## config.mk

```make
export PLATFORM = sky130hd
export DESIGN_NAME = bounded_integer_list_engine_top
export DESIGN_NICKNAME = d
export VERILOG_FILES = /design/src/bile_pkg.sv /design/src/bounded_integer_list_engine_top.sv
export SDC_FILE = /design/constraint.sdc
export NUM_CORES = 1
export LEC_CHECK = 0
export BUFFER_PORTS_ARGS = -buffer_cell sky130_fd_sc_hd__buf_2
export CAP_MARGIN = 25
export CORE_MARGIN = 4
export CORE_UTILIZATION = 55
export CTS_CLUSTER_SIZE = 8
export DETAILED_ROUTE_END_ITERATION = 8
export PLACE_DENSITY = 0.71
export SLEW_MARGIN = 40
export SYNTH_ARGS = -nofsm -noshare
export SYNTH_HDL_FRONTEND = slang
export SYNTH_SLANG_ARGS = --single-unit
```

## constraint.sdc

```tcl
create_clock -name clk -period 10.79 [get_ports clk]
set_clock_uncertainty 0.1 [all_clocks]
set_input_delay 2.6975 -clock clk [delete_from_list [all_inputs] [get_ports clk]]
set_output_delay 2.6975 -clock clk [all_outputs]
set_load 0.02 [all_outputs]
```

## src/bile_pkg.sv

```systemverilog
// bile_pkg: shared types and constants for the bounded integer list engine
// holds operation and status codes, word widths and the default list depth
// no dependencies
package bile_pkg;

    localparam int DEPTH_DEFAULT = 16;
    localparam int DATA_W        = 32;
    localparam int POS_W         = 4;
    localparam int OP_W          = 3;
    localparam int STATUS_W      = 2;

    typedef enum logic [OP_W-1:0] {
        OP_INS_FRONT = 3'd0,
        OP_APPEND    = 3'd1,
        OP_REM_FIRST = 3'd2,
        OP_REM_LAST  = 3'd3,
        OP_CONTAINS  = 3'd4,
        OP_COUNT     = 3'd5,
        OP_INDEX     = 3'd6,
        OP_FETCH     = 3'd7
    } op_t;

    typedef enum logic [STATUS_W-1:0] {
        ST_OK    = 2'd0,
        ST_EMPTY = 2'd1,
        ST_FULL  = 2'd2,
        ST_RANGE = 2'd3
    } status_t;

endpackage

```

## src/bounded_integer_list_engine_top.sv

```systemverilog
// bounded_integer_list_engine_top: ordered list of signed words in a ring store
// insert and remove finish in the execute step; fetch reads the store in the execute step
// and answers from the fetch step; contains, count and index of walk the list in the scan step;
// one word in flight at a time, the scan reads one stored entry per cycle through
// the single read port of the entry store and one shared equality compare
// reset (rst_n, async, active low) empties the list; store contents stay undefined
// the result strobe lasts one cycle and the receiver cannot stall it
// depends on bile_pkg
module bounded_integer_list_engine_top #(
    parameter int DEPTH = bile_pkg::DEPTH_DEFAULT,
    localparam int LEN_W = $clog2(DEPTH + 1)
) (
    input  logic                          clk,
    input  logic                          rst_n,
    // command side
    input  logic                          start,
    output logic                          busy,
    input  logic [bile_pkg::OP_W-1:0]     operation,
    input  logic signed [bile_pkg::DATA_W-1:0] value,
    input  logic [bile_pkg::POS_W-1:0]    position,
    // result side
    output logic                          done,
    output logic [bile_pkg::STATUS_W-1:0] status,
    output logic                          found,
    output logic signed [bile_pkg::DATA_W-1:0] result_value,
    output logic [LEN_W-1:0]              list_length
);

    localparam int DATA_W = bile_pkg::DATA_W;
    localparam int POS_W  = bile_pkg::POS_W;
    localparam int PTR_W  = $clog2(DEPTH);
    // wide enough for a ring pointer plus a length or a position
    localparam int SUM_W  = ((LEN_W > POS_W) ? LEN_W : POS_W) + 1;
    localparam logic [PTR_W-1:0] LAST_PTR  = PTR_W'(DEPTH - 1);
    localparam logic [LEN_W-1:0] FULL_LEN  = LEN_W'(DEPTH);
    localparam logic [SUM_W-1:0] DEPTH_SUM = SUM_W'(DEPTH);

    // sequencer: latch the word, do the single-step work, read the store for a fetch, or walk the list
    typedef enum logic [3:0] {
        S_IDLE  = 4'b0001,
        S_EXEC  = 4'b0010,
        S_SCAN  = 4'b0100,
        S_FETCH = 4'b1000
    } state_t;

    state_t                state_reg, state_next;
    bile_pkg::op_t         op_reg, op_next;
    logic [DATA_W-1:0]     value_reg, value_next;
    logic [POS_W-1:0]      pos_reg, pos_next;

    // list bookkeeping
    logic [PTR_W-1:0]      front_reg, front_next;
    logic [LEN_W-1:0]      count_reg, count_next;

    // scan bookkeeping: issue side and compare side of the read pipeline
    logic [LEN_W-1:0]      issue_idx_reg, issue_idx_next;
    logic [PTR_W-1:0]      scan_ptr_reg, scan_ptr_next;
    logic [PTR_W-1:0]      cmp_idx_reg, cmp_idx_next;
    logic                  rd_valid_reg, rd_valid_next;
    logic [LEN_W-1:0]      match_cnt_reg, match_cnt_next;

    // result word
    logic                  done_reg, done_next;
    bile_pkg::status_t     status_reg, status_next;
    logic                  found_reg, found_next;
    logic [DATA_W-1:0]     result_reg, result_next;
    logic [LEN_W-1:0]      length_reg, length_next;

    // entry store port
    logic [DATA_W-1:0]     mem [DEPTH];
    logic [DATA_W-1:0]     rd_data_reg;
    logic                  rd_en;
    logic [PTR_W-1:0]      rd_addr;
    logic                  wr_en;
    logic [PTR_W-1:0]      wr_addr;

    // helpers
    logic [PTR_W-1:0]      front_dec;
    logic [PTR_W-1:0]      front_inc;
    logic [PTR_W-1:0]      scan_ptr_inc;
    logic [SUM_W-1:0]      tail_sum;
    logic [PTR_W-1:0]      tail_slot;
    logic [SUM_W-1:0]      fetch_sum;
    logic [PTR_W-1:0]      fetch_slot;
    logic                  pos_out_of_range;
    logic                  issue_done;
    logic                  match;
    logic [LEN_W-1:0]      match_total;
    logic                  early_stop_op;

    // ring pointer arithmetic, each one compare and one add or subtract
    assign front_dec    = (front_reg == '0) ? LAST_PTR : front_reg - PTR_W'(1);
    assign front_inc    = (front_reg == LAST_PTR) ? '0 : front_reg + PTR_W'(1);
    assign scan_ptr_inc = (scan_ptr_reg == LAST_PTR) ? '0 : scan_ptr_reg + PTR_W'(1);

    assign tail_sum  = SUM_W'(front_reg) + SUM_W'(count_reg);
    assign tail_slot = (tail_sum >= DEPTH_SUM) ? PTR_W'(tail_sum - DEPTH_SUM)
                                               : PTR_W'(tail_sum);
    assign fetch_sum  = SUM_W'(front_reg) + SUM_W'(pos_reg);
    assign fetch_slot = (fetch_sum >= DEPTH_SUM) ? PTR_W'(fetch_sum - DEPTH_SUM)
                                                 : PTR_W'(fetch_sum);
    assign pos_out_of_range = SUM_W'(pos_reg) >= SUM_W'(count_reg);

    // shared compare on the word read in the previous cycle
    assign issue_done    = issue_idx_reg >= count_reg;
    assign match         = rd_valid_reg && (rd_data_reg == value_reg);
    assign match_total   = match_cnt_reg + LEN_W'(match);
    assign early_stop_op = (op_reg == bile_pkg::OP_CONTAINS) ||
                           (op_reg == bile_pkg::OP_INDEX);

    assign busy = (state_reg != S_IDLE);

    always_comb
    begin
        state_next     = state_reg;
        op_next        = op_reg;
        value_next     = value_reg;
        pos_next       = pos_reg;
        front_next     = front_reg;
        count_next     = count_reg;
        issue_idx_next = issue_idx_reg;
        scan_ptr_next  = scan_ptr_reg;
        cmp_idx_next   = cmp_idx_reg;
        rd_valid_next  = 1'b0;
        match_cnt_next = match_cnt_reg;
        done_next      = 1'b0;
        status_next    = status_reg;
        found_next     = found_reg;
        result_next    = result_reg;
        length_next    = length_reg;
        rd_en          = 1'b0;
        rd_addr        = scan_ptr_reg;
        wr_en          = 1'b0;
        wr_addr        = front_dec;

        case (state_reg)
            S_IDLE:
            begin
                if (start)
                begin
                    op_next        = bile_pkg::op_t'(operation);
                    value_next     = value;
                    pos_next       = position;
                    issue_idx_next = '0;
                    scan_ptr_next  = front_reg;
                    match_cnt_next = '0;
                    state_next     = S_EXEC;
                end
            end

            S_EXEC:
            begin
                // default word for the operations decided in the execute step
                status_next = bile_pkg::ST_OK;
                found_next  = 1'b0;
                result_next = '0;
                case (op_reg)
                    bile_pkg::OP_INS_FRONT:
                    begin
                        if (count_reg == FULL_LEN)
                        begin
                            status_next = bile_pkg::ST_FULL;
                        end
                        else
                        begin
                            wr_en      = 1'b1;
                            wr_addr    = front_dec;
                            front_next = front_dec;
                            count_next = count_reg + LEN_W'(1);
                        end
                        done_next  = 1'b1;
                        state_next = S_IDLE;
                    end
                    bile_pkg::OP_APPEND:
                    begin
                        if (count_reg == FULL_LEN)
                        begin
                            status_next = bile_pkg::ST_FULL;
                        end
                        else
                        begin
                            wr_en      = 1'b1;
                            wr_addr    = tail_slot;
                            count_next = count_reg + LEN_W'(1);
                        end
                        done_next  = 1'b1;
                        state_next = S_IDLE;
                    end
                    bile_pkg::OP_REM_FIRST:
                    begin
                        if (count_reg == '0)
                        begin
                            status_next = bile_pkg::ST_EMPTY;
                        end
                        else
                        begin
                            front_next = front_inc;
                            count_next = count_reg - LEN_W'(1);
                        end
                        done_next  = 1'b1;
                        state_next = S_IDLE;
                    end
                    bile_pkg::OP_REM_LAST:
                    begin
                        if (count_reg == '0)
                        begin
                            status_next = bile_pkg::ST_EMPTY;
                        end
                        else
                        begin
                            count_next = count_reg - LEN_W'(1);
                        end
                        done_next  = 1'b1;
                        state_next = S_IDLE;
                    end
                    bile_pkg::OP_FETCH:
                    begin
                        if (pos_out_of_range)
                        begin
                            status_next = bile_pkg::ST_RANGE;
                            result_next = '1;
                            done_next   = 1'b1;
                            state_next  = S_IDLE;
                        end
                        else
                        begin
                            rd_en      = 1'b1;
                            rd_addr    = fetch_slot;
                            state_next = S_FETCH;
                        end
                    end
                    default:
                    begin
                        // contains, count, index of
                        state_next = S_SCAN;
                    end
                endcase
                length_next = count_next;
            end

            S_FETCH:
            begin
                status_next = bile_pkg::ST_OK;
                found_next  = 1'b1;
                result_next = rd_data_reg;
                length_next = count_reg;
                done_next   = 1'b1;
                state_next  = S_IDLE;
            end

            S_SCAN:
            begin
                // issue the next read while the previous word is compared
                if (!issue_done)
                begin
                    rd_en          = 1'b1;
                    rd_addr        = scan_ptr_reg;
                    rd_valid_next  = 1'b1;
                    cmp_idx_next   = PTR_W'(issue_idx_reg);
                    issue_idx_next = issue_idx_reg + LEN_W'(1);
                    scan_ptr_next  = scan_ptr_inc;
                end
                match_cnt_next = match_total;

                status_next = bile_pkg::ST_OK;
                length_next = count_reg;
                if (early_stop_op && match)
                begin
                    // first match ends contains and index of
                    found_next  = 1'b1;
                    result_next = (op_reg == bile_pkg::OP_INDEX) ? DATA_W'(cmp_idx_reg)
                                                                 : DATA_W'(1);
                    done_next   = 1'b1;
                    state_next  = S_IDLE;
                end
                else if (issue_done)
                begin
                    // last stored word compared this cycle (or the list is empty)
                    if (op_reg == bile_pkg::OP_COUNT)
                    begin
                        found_next  = (match_total != '0);
                        result_next = DATA_W'(match_total);
                    end
                    else
                    begin
                        found_next  = 1'b0;
                        result_next = (op_reg == bile_pkg::OP_INDEX) ? '1 : '0;
                    end
                    done_next  = 1'b1;
                    state_next = S_IDLE;
                end
            end

            default:
            begin
                state_next = S_IDLE;
            end
        endcase
    end

    // control state
    always_ff @(posedge clk or negedge rst_n)
    begin
        if (!rst_n)
        begin
            state_reg    <= S_IDLE;
            front_reg    <= '0;
            count_reg    <= '0;
            rd_valid_reg <= 1'b0;
            done_reg     <= 1'b0;
        end
        else
        begin
            state_reg    <= state_next;
            front_reg    <= front_next;
            count_reg    <= count_next;
            rd_valid_reg <= rd_valid_next;
            done_reg     <= done_next;
        end
    end

    // payload, no reset needed
    always_ff @(posedge clk)
    begin
        op_reg        <= op_next;
        value_reg     <= value_next;
        pos_reg       <= pos_next;
        issue_idx_reg <= issue_idx_next;
        scan_ptr_reg  <= scan_ptr_next;
        cmp_idx_reg   <= cmp_idx_next;
        match_cnt_reg <= match_cnt_next;
        status_reg    <= status_next;
        found_reg     <= found_next;
        result_reg    <= result_next;
        length_reg    <= length_next;
    end

    // entry store: one write port, one registered read port
    always_ff @(posedge clk)
    begin
        if (wr_en)
        begin
            mem[wr_addr] <= value_reg;
        end
        if (rd_en)
        begin
            rd_data_reg <= mem[rd_addr];
        end
    end

    assign done         = done_reg;
    assign status       = status_reg;
    assign found        = found_reg;
    assign result_value = result_reg;
    assign list_length  = length_reg;

    // the strobe always comes as the sequencer returns to idle
    a_done_idle: assert property (@(posedge clk) disable iff (!rst_n)
        done_reg |-> (state_reg == S_IDLE))
        else $error("result strobe while sequencer busy");

    // an accepted word always makes the block busy next cycle
    a_accept_busy: assert property (@(posedge clk) disable iff (!rst_n)
        (start && !busy) |=> busy)
        else $error("accepted word did not start the sequencer");

    // scan never runs past the list length
    a_scan_bound: assert property (@(posedge clk) disable iff (!rst_n)
        (state_reg == S_SCAN) |-> (issue_idx_reg <= count_reg))
        else $error("scan index beyond list length");

    // a refused insert reports a full list
    a_full_len: assert property (@(posedge clk) disable iff (!rst_n)
        (done_reg && (status_reg == bile_pkg::ST_FULL)) |-> (length_reg == FULL_LEN))
        else $error("full status with list not full");

    // the length changes only at the end of an insert or removal
    a_len_stable: assert property (@(posedge clk) disable iff (!rst_n)
        (state_reg != S_EXEC) |=> $stable(count_reg))
        else $error("list length changed outside execute step");

endmodule
```

==> results.ini <==
[finish]
final_util=0.639
regMostFlops=mem
layout.nets=1771
antenna_cells=0
largest_reg_flops=512
final_cell_count_no_fill=2329
drive_gt1_frac=0.146
syn2layout_area_growth_pct=14.3

[yosys]
async_flop_share=0.0229
yosysUniqueCellTypes=56
yosysWarnings=0
mappedNetlistNets=1631
synth_top_flop_cell=edfxtp_1
syn_area_per_cell_um2=16.7
netlist_instances=1563
synth-edff-count=641
yosys-top-cells-area=edfxtp_1, mux2i_1, o22ai_1
netlist.area_leader.share=0.736
synth_common_cells=edfxtp_1, mux2i_1, o22ai_1, nand2_1, nor2_1
ys_seq_elements=656
syn_area_mm2=0.0261
synth_top_cell_by_area=edfxtp_1
synth_seq_area_share=0.751
yosysMostFrequentCell=edfxtp_1

[clock_network]
cts_setup_buffers=0
numCtsBuffers=91
tritoncts=yes
hold_buffers=0
h-tree-depth=3
clockBufferDepth=3
clk_latency_ns=0.62
clk_pin_slew_ns=0.06
post_cts_resized=0
cts.sinks=656
cts-root-buf=clkbuf_16

[min_path]
hold_start=issue_idx_reg[3]
worstHoldPathCells=0
worstHoldEndpoint=cmp_idx_reg[3]
min_path_type=reg2reg

[floorplan]
core_mm2=0.0468
die_x_um=226
die_h_um=226
dieArea_mm2=0.0511
io_pins=84
initial_core_util=0.559
std_cell_rows=79

[worst_setup_path]
cp_slowest_cell=a211oi_4
path_cells=inv_1, ha_1, a211oi_1, o21ai_0, a211oi_4, mux2i_4, buf_6, buf_12, buf_16, mux2i_1, o22ai_1, or4_1
reg2reg_from=count_reg[2]
crit_family=buffers and inverters
r2r_end=rd_data_reg[25]
startpoint_type=register
cpPeakStageDelay_ns=0.61
criticalPathCategory=reg2reg
cp-startpoint=count_reg[2]
rr_worst_depth=12
crit_path_end_kind=register
path_buf_inv=4
required_ns=11.04
crit_path_max_fanout=82
arrival_ns=5.52
r2r_slack_ns=5.52

[timing]
slew_headroom=0.469
finalHoldViolations=0
tns_ns=0
drv_slew=0
setup_viol=0
fmax_mhz=190
worst_pin_slew_ns=0.789
post-route-period-util=0.488
rsz0062_at_grt=false
layout_min_cycle_time_ns=5.27

[global_route]
grt.total_usage=0.240
grt_antenna_before_repair=0
grt_max_degree=83
grt_pass1_wl_mm=90.5
gr-total-overflow=0
grt_pass1_vias=14500

[power_and_ir_drop]
leakage_nw=10.8
worst_ir_drop_vdd_mv=0.143
p_per_area_mw_per_mm2=228

[run]
maxCapViolCount=0

[routing]
wire_per_inst_um=26.2
routed_wl_mm=61.1
vias=14400
ant_nets=0
dr.pass1.iters=5
drc=0
drtIter0Drc=1651
viasPerCell=6.19

[outcome]
outcome=finished clean

[placed_design]
placed_cells=2217
gp_congestion=0.829
dp_hpwl_mm=31.7
portBuffers=83

-- cell families after synthesis --
family	after synthesis	synth area share
flip-flops	656	0.751
buffers and inverters	97	0.0174
AND/OR/NAND/NOR	253	0.0472
XOR/XNOR	52	0.0174
AO/OA/AOI/OAI	209	0.0506
multiplexers	270	0.103
adder cells (fa/ha/maj)	26	0.0130
-- final cells by class --
cell class	count	area (um2)
Inverter	25	93.8
Fill cell	3235	16900
Tap cell	607	759
Clock buffer	107	2360
Timing Repair Buffer	119	726
Multi-Input combinational cell	810	6240
Sequential cell	656	19600
Clock inverter	5	62.6
-- how the worst max path moves through the flow --
stage	slack, ns	to	cells past startpoint
2_1_floorplan	6.35	found	8
3_3_place_gp	5.47	rd_data_reg[26]	11
3_5_place_dp	5.42	rd_data_reg[17]	12
4_1_cts	5.40	rd_data_reg[17]	12
5_1_grt	5.23	rd_data_reg[25]	12
6_report	5.52	rd_data_reg[25]	12
-- cell usage in the layout (no fill, tap or decap), drive strengths merged, types with 5 or more instances in the layout --
master    n
a21oi    22
a31oi     5
buf     119
clkbuf  107
dfrtp    14
edfxtp  641
ha       24
inv      28
mux2i   268
nand2    99
nand2b    6
nand3    14
nor2     59
nor3      8
nor4      8
o21ai    20
o22ai   130
or4      33
xnor2    14
xor2     38
-- metrics by stage --
stage	setup slack, ns	total power, mW	instance area [um2]	hold slack [ns]
6_report	5.52	6.82	29900	0.449
5_1_grt	5.23	7.07	29900	0.466
4_1_cts	5.40	6.83	29900	0.451
3_5_place_dp	5.42	4.35	27400	0.439
3_3_place_gp	5.47	4.31	27400	0.441
2_1_floorplan	6.35	3.98	26100	0.382
-- where the power goes --
group	total (mW)	switching [mW]	internal, mW
logic	1.17	0.715	0.451
clock network	2.50	0.984	1.51
registers	3.16	0.156	3.00
total	6.82	1.86	4.96
-- per-layer routing --
| metal | part of all wire | GRT usage |
|---|---|---|
| met5 | 0 | 0 |
| met2 | 0.49 | 0.396 |
| met3 | 0.069 | 0.0451 |
| met4 | 0.023 | 0.0725 |
| met1 | 0.42 | 0.329 |
No activity file was read; power rests on OpenSTA's default activity.
